<file path="config.mk">
export PLATFORM = sky130hd
export DESIGN_NAME = m2e_queue
export DESIGN_NICKNAME = d
export VERILOG_FILES = /design/src/hw/rtl/m2e_pkg.sv /design/src/hw/rtl/m2e_queue.sv
export SDC_FILE = /design/constraint.sdc
export NUM_CORES = 1
export LEC_CHECK = 0
export BUFFER_PORTS_ARGS = -buffer_cell sky130_fd_sc_hd__buf_2
export CELL_PAD_IN_SITES_DETAIL_PLACEMENT = 1
export CELL_PAD_IN_SITES_GLOBAL_PLACEMENT = 1
export CORE_ASPECT_RATIO = 0.5
export CORE_MARGIN = 5
export CORE_UTILIZATION = 40
export CTS_CLUSTER_SIZE = 20
export DETAILED_ROUTE_END_ITERATION = 6
export PLACE_DENSITY_LB_ADDON = 0.1
export SYNTH_ARGS = -nofsm -noshare
export SYNTH_HDL_FRONTEND = slang
export SYNTH_SLANG_ARGS = --single-unit
</file>
<file path="constraint.sdc">
create_clock -name clk -period 7 [get_ports clk]
set_input_delay 1.4 -clock clk [delete_from_list [all_inputs] [get_ports clk]]
set_output_delay 1.4 -clock clk [all_outputs]
set_load 0.01 [all_outputs]
</file>
<file path="src/hw/rtl/m2e_pkg.sv">
// ----------------------------------------------------------------------------
// m2e_pkg
// Shared widths, class codes and the queue record for the 2x2 eigenvalue block.
// ----------------------------------------------------------------------------
package m2e_pkg;

	localparam int ENTRY_W = 32;
	localparam int FRAC_W  = 16;
	localparam int OUT_W   = ENTRY_W + 2;
	localparam int BAND_W  = 16;
	localparam int TR_W    = ENTRY_W + 1;
	localparam int PROD_W  = 2 * ENTRY_W;
	localparam int DET_W   = PROD_W + 1;
	localparam int SQ_W    = 2 * TR_W;
	localparam int DISC_W  = PROD_W + 4;
	localparam int ROOT_W  = DISC_W / 2;
	localparam int REM_W   = ROOT_W + 1;
	localparam int SUM_W   = ROOT_W + 2;
	localparam int H_W     = ROOT_W + 1;
	localparam int DIV_W   = ROOT_W;
	localparam int QUOT_W  = ROOT_W + 4;
	localparam int QDEPTH  = 4;
	localparam int QPTR_W  = $clog2(QDEPTH);

	typedef enum logic [1:0] {
		CLS_ZERO,
		CLS_POS,
		CLS_NEG
	} cls_t;

	typedef struct packed {
		logic                     cplx;
		cls_t                     cls;
		logic signed [TR_W-1:0]   tr;
		logic signed [DET_W-1:0]  det;
		logic        [DISC_W-1:0] disc;
	} job_t;

endpackage

</file>
<file path="src/hw/rtl/m2e_queue.sv">
// ----------------------------------------------------------------------------
// m2e_queue
// Short queue of classified requests between the front and back parts.
// ----------------------------------------------------------------------------
module m2e_queue import m2e_pkg::*; (
	input  logic clk,
	input  logic arst_n,
	input  logic push,
	input  job_t wr_job,
	output logic ready,
	input  logic pop,
	output logic valid,
	output job_t rd_job
);

	job_t               mem_q [QDEPTH];
	logic [QPTR_W-1:0]  wr_q, rd_q;
	logic [QPTR_W:0]    cnt_q;

	assign ready  = cnt_q != QDEPTH[QPTR_W:0];
	assign valid  = cnt_q != '0;
	assign rd_job = mem_q[rd_q];

	always_ff @(posedge clk or negedge arst_n) begin
		if (!arst_n) begin
			wr_q  <= '0;
			rd_q  <= '0;
			cnt_q <= '0;
		end else begin
			if (push)
				wr_q <= wr_q + 1'b1;
			if (pop)
				rd_q <= rd_q + 1'b1;
			if (push && !pop)
				cnt_q <= cnt_q + 1'b1;
			else if (pop && !push)
				cnt_q <= cnt_q - 1'b1;
		end
	end

	always_ff @(posedge clk) begin
		if (push)
			mem_q[wr_q] <= wr_job;
	end

endmodule

</file>
# Word-level counts from Yosys, hierarchy flattened
# Memory sizes are Yosys's and may differ from the RTL's.
# Index checks and enable logic that the tools add are counted.
[totals]
wordCells = 19
mem_bits_ro = 0
latch_bits = 0
in_bits = 173
ramBits = 676
regBits = 7
memories = 1
[mem_list]
columns = ["memory", "depth", "width", "read_ports", "rd_clocked_by_memory_dff", "write_ports", "line_no", "rtl"]
rows = [
  ["mem_q", 4, 169, 1, 0, 1, "m2e_queue.sv:16", "job_t mem_q [QDEPTH];"],
]
[classes]
reduce_logical = 6
n_mul = 0
n_eq_ne = 1
add_sub_neg = 4
shift = 0
order_cmp = 0
bitwise_logic = 0
mux = 4
div_mod_pow = 0
[op_table]
columns = ["operator", "count"]
rows = [
  ["2-to-1 mux 3 bit", 2],
  ["adder 2 x 1 -> 2 bit (second input constant)", 2],
  ["adder 3 x 1 -> 3 bit (second input constant)", 1],
  ["!= test 3 bit (second input constant)", 1],
  ["nonzero test 3 bit", 1],
  ["subtractor 3 x 1 -> 3 bit (second input constant)", 1],
  ["logical AND 1 bit", 2],
  ["logical NOT 1 bit", 2],
  ["2-to-1 mux 1 bit", 2],
  ["nonzero test 2 bit", 1],
]

# Longest topological paths before layout
[logic_depth]
word_depth = 4
mapped_depth = 7
ltp_nobuf = 7

# Least setup slack after synthesis
# Ideal clock, no wire load.
[synth_path]
path_type = "input-to-reg"
start = "in push"
end = "mem mem_q[3][0] in the netlist's numbering (enable)"
slack_ns = 1.205
arrival_time_ns = 5.247
path_stages = 1
cell_sequence = "and2_1"
[synth_via]
elab_chain_cells = 2
[synth_lines]
columns = ["item", "line_no", "rtl"]
rows = [
  ["from (decl)", "m2e_queue.sv:8", "input logic push,"],
  ["2-to-1 mux 1 bit", "m2e_queue.sv:42", "if (push)"],
  ["2-to-1 mux 1 bit (not written as such)", "m2e_queue.sv:43", "mem_q[wr_q] <= wr_job;"],
  ["to (decl)", "m2e_queue.sv:16", ""],
]
# Every way passes these cells.

==> impl_metrics.yaml <==
synth:
  async_flop_share_pct: 1.02
  synth.avg_cell_area_um2: 27.0
  synth-seq-area-share_pct: 82.7
  synth_most_common_cell: "edfxtp_1"
  synth_nets: 1097
  netlist_top_cells_area: "edfxtp_1 82%, mux4_2 15%, dfrtp_1 0.71%"
  yosys_warnings: 0
  synth_top_cell_by_area: "edfxtp_1"
  synth_ff_type: "edfxtp_1"
  synthesis.area_um2: 24700
  synthDistinctLibCells: 17
  synth_top_area_share_pct: 82.0
  synth_commonest_cells: "676 x edfxtp_1, 169 x mux4_2, 20 x buf_2"
  synth_edf_count: 676
  synthCells: 918
  ys_seq_elements: 683
final_layout:
  multiInputGateArea_um2: 4020
  drive_gt1_share_pct: 45.0
  seqCellArea_um2: 20500
  area_delta_synth_final_pct: 18.1
  finalNonFillerCells: 2168
  fillers: 5514
  antennaDiodeCount: 0
  finalNetCount: 1476
cts:
  path_clk_slew_ns: 0.06
  cts_setup_buffers: 0
  cts_root_buffer: "clkbuf_16"
  cts_resized: 0
  insertion_delay_ns: 0.60
  cts_made_buffers: 60
  numClockSinks: 683
  htreeDepth: 2
  hold_buffers: 0
  cts_tree: "done"
  clk_path_buf_depth: 3
timing:
  slew_headroom_pct: 28.9
  rsz0062_at_grt: "false"
  hold_viol_final: 0
  period_needed_ns: 4.38
  max_freq_ghz: 0.228
  finalClockSkew_ns: 0.0179
  finalSetupViolCount: 0
  timing.hold.ws_ns: 0.486
  fin_crit_sh_pct: 62.6
  maxSlewViolCount: 0
  tns_ns: 0
  tightest_slew_ns: 1.07
run_status:
  status: "finished clean"
drt:
  via_per_inst: 4.95
  vias: 10700
  drc: 0
  dr.pass1.iters: 6
  wl_per_cell_um: 24.1
  drt_iter0_drc: 573
  totalWireLength_mm: 52.2
  postRouteAntennaNets: 0
power:
  leakagePower_nw: 9.80
  swShare_pct: 29.4
  powerDensity_nw_per_um2: 417
  p_seq_share_pct: 46.3
  vdd_drop_max_mv: 0.248
  clockPowerShare_pct: 25.7
  p_int_mw: 8.61
  p_switching_mw: 3.58
  power_frac_comb_pct: 28.1
critical_path:
  worstPathRequired_ns: 5.60
  critPathSlowestCell: "dfrtp_4"
  arrival_ns: 2.98
  slowest_delay_ns: 1.08
  cp_max_fo: 63
  crit_type: "register to output pin"
  start_kind: "register"
  cp-end-kind: "output pin"
  cp_cell_sequence: "buf_4, mux4_2, buf_2"
  rr_startpoint: "wr_q[0]"
  critPathLaunch: "rd_q[1]"
placement:
  dpl.cell_count: 2060
  place.gp.congestion: 0.674
  dp_hpwl_mm: 31.0
  port_buffers: 343
die:
  initial_core_util_pct: 40.5
  io_pins: 344
  core-area_um2: 61200
  die_h_um: 186
  dieArea_um2: 67200
  fp-row-count: 64
  die_w_um: 362
global_route:
  grt_pass1_wl_mm: 77.0
  grt_antenna_before_repair: 1
  grt_pass1_vias: 12000
  grtUsageTotal_pct: 15.3
  grt_start_max_net_pins: 142
  grt_overflow: 0
job:
  max-cap-violations: 0
hold_path:
  hp-start: "cnt_q[2]"
  hp-class: "register to register"
-- layout by cell type, fill, tap and decap left out, types with 5 or more instances in the layout --
| cell type | Yosys | final |
|---|---|---|
| buf_12 | 0 | 6 |
| buf_2 | 20 | 343 |
| ha_1 | 5 | 5 |
| dfrtp_1 | 7 | 5 |
| clkbuf_1 | 7 | 17 |
| buf_4 | 0 | 6 |
| clkinv_2 | 0 | 8 |
| clkbuf_16 | 0 | 61 |
| edfxtp_1 | 676 | 676 |
| clkinv_1 | 0 | 17 |
| mux4_2 | 169 | 169 |
-- power groups by stage --
stage	Combinational, mW	Sequential, mW	Clock (mW)
floorplan	2.32	5.66	0
detailed placement	3.58	5.75	0
global placement	3.57	5.70	0
CTS	3.60	5.66	3.24
finish	3.42	5.64	3.13
global route	3.70	5.71	3.44
-- cell families (layout without fill, tap and decap cells) --
logic type	Yosys count	count (layout)	share of synthesized area, %
AO/OA/AOI/OAI	1	1	0.0202
XOR/XNOR	6	6	0.212
adder cells (fa/ha/maj)	6	6	0.334
buffers and inverters	42	467	1.07
flip-flops	683	683	82.7
multiplexers	170	170	15.4
AND/OR/NAND/NOR	10	10	0.202
-- worst max-delay path: cells and delay by family (launching register included) --
family / cells / cell delay, ns
DFF: 1 / 1.08
buffers and inverters: 2 / 0.76
muxes: 1 / 0.42
-- sequential cells by signal (all words and copies together) (netlist names) --
signal  flops
cnt_q       3
mem_q     676
rd_q        2
wr_q        2
-- metrics by stage --
step / instance area [um^2] / worst slack [ns] / util (%) / total power, mW
4_1_cts: 29200 / 2.51 / 47.8 / 12.5
6_report: 29200 / 2.62 / 47.8 / 12.2
5_1_grt: 29200 / 2.46 / 47.8 / 12.9
2_1_floorplan: 24700 / 1.20 / - / 7.98
3_5_place_dp: 27400 / 3.20 / 44.8 / 9.34
3_3_place_gp: 27400 / 3.21 / 44.8 / 9.27
-- cell type report --
type	instances	area share [%]
multi-input combinational	193	13.7
tap	825	3.53
clock inverter	30	0.723
timing repair buffer	355	6.44
inverter	4	0.0514
sequential	683	70.1
clock buffer	78	5.44
-- worst paths after layout --
| kind | to | slack [ns] | depth (start not counted) |
|---|---|---|---|
| max | rd_job[105] | 2.62 | 3 |
| min | cnt_q[2] | 0.49 | 1 |
| max reg2reg | mem_q[2][73] | 4.32 | 4 |
| min reg2reg | cnt_q[2] | 0.49 | 1 |
| max in group asynchronous | rd_q[1] | 6.17 | 1 |
| min in group asynchronous | cnt_q[2] | 0.63 | 1 |
-- per-layer routing --
layer  vias up  part of all wire (%)  GRT usage [%]
li1       4737                     -              -
met1      5773                    37           17.7
met2       146                    58           29.9
met3        70                   3.6           3.10
met4         2                   1.5           3.03
met5         -                 0.013              0
Note: power is estimated with default switching activity, not from simulation.
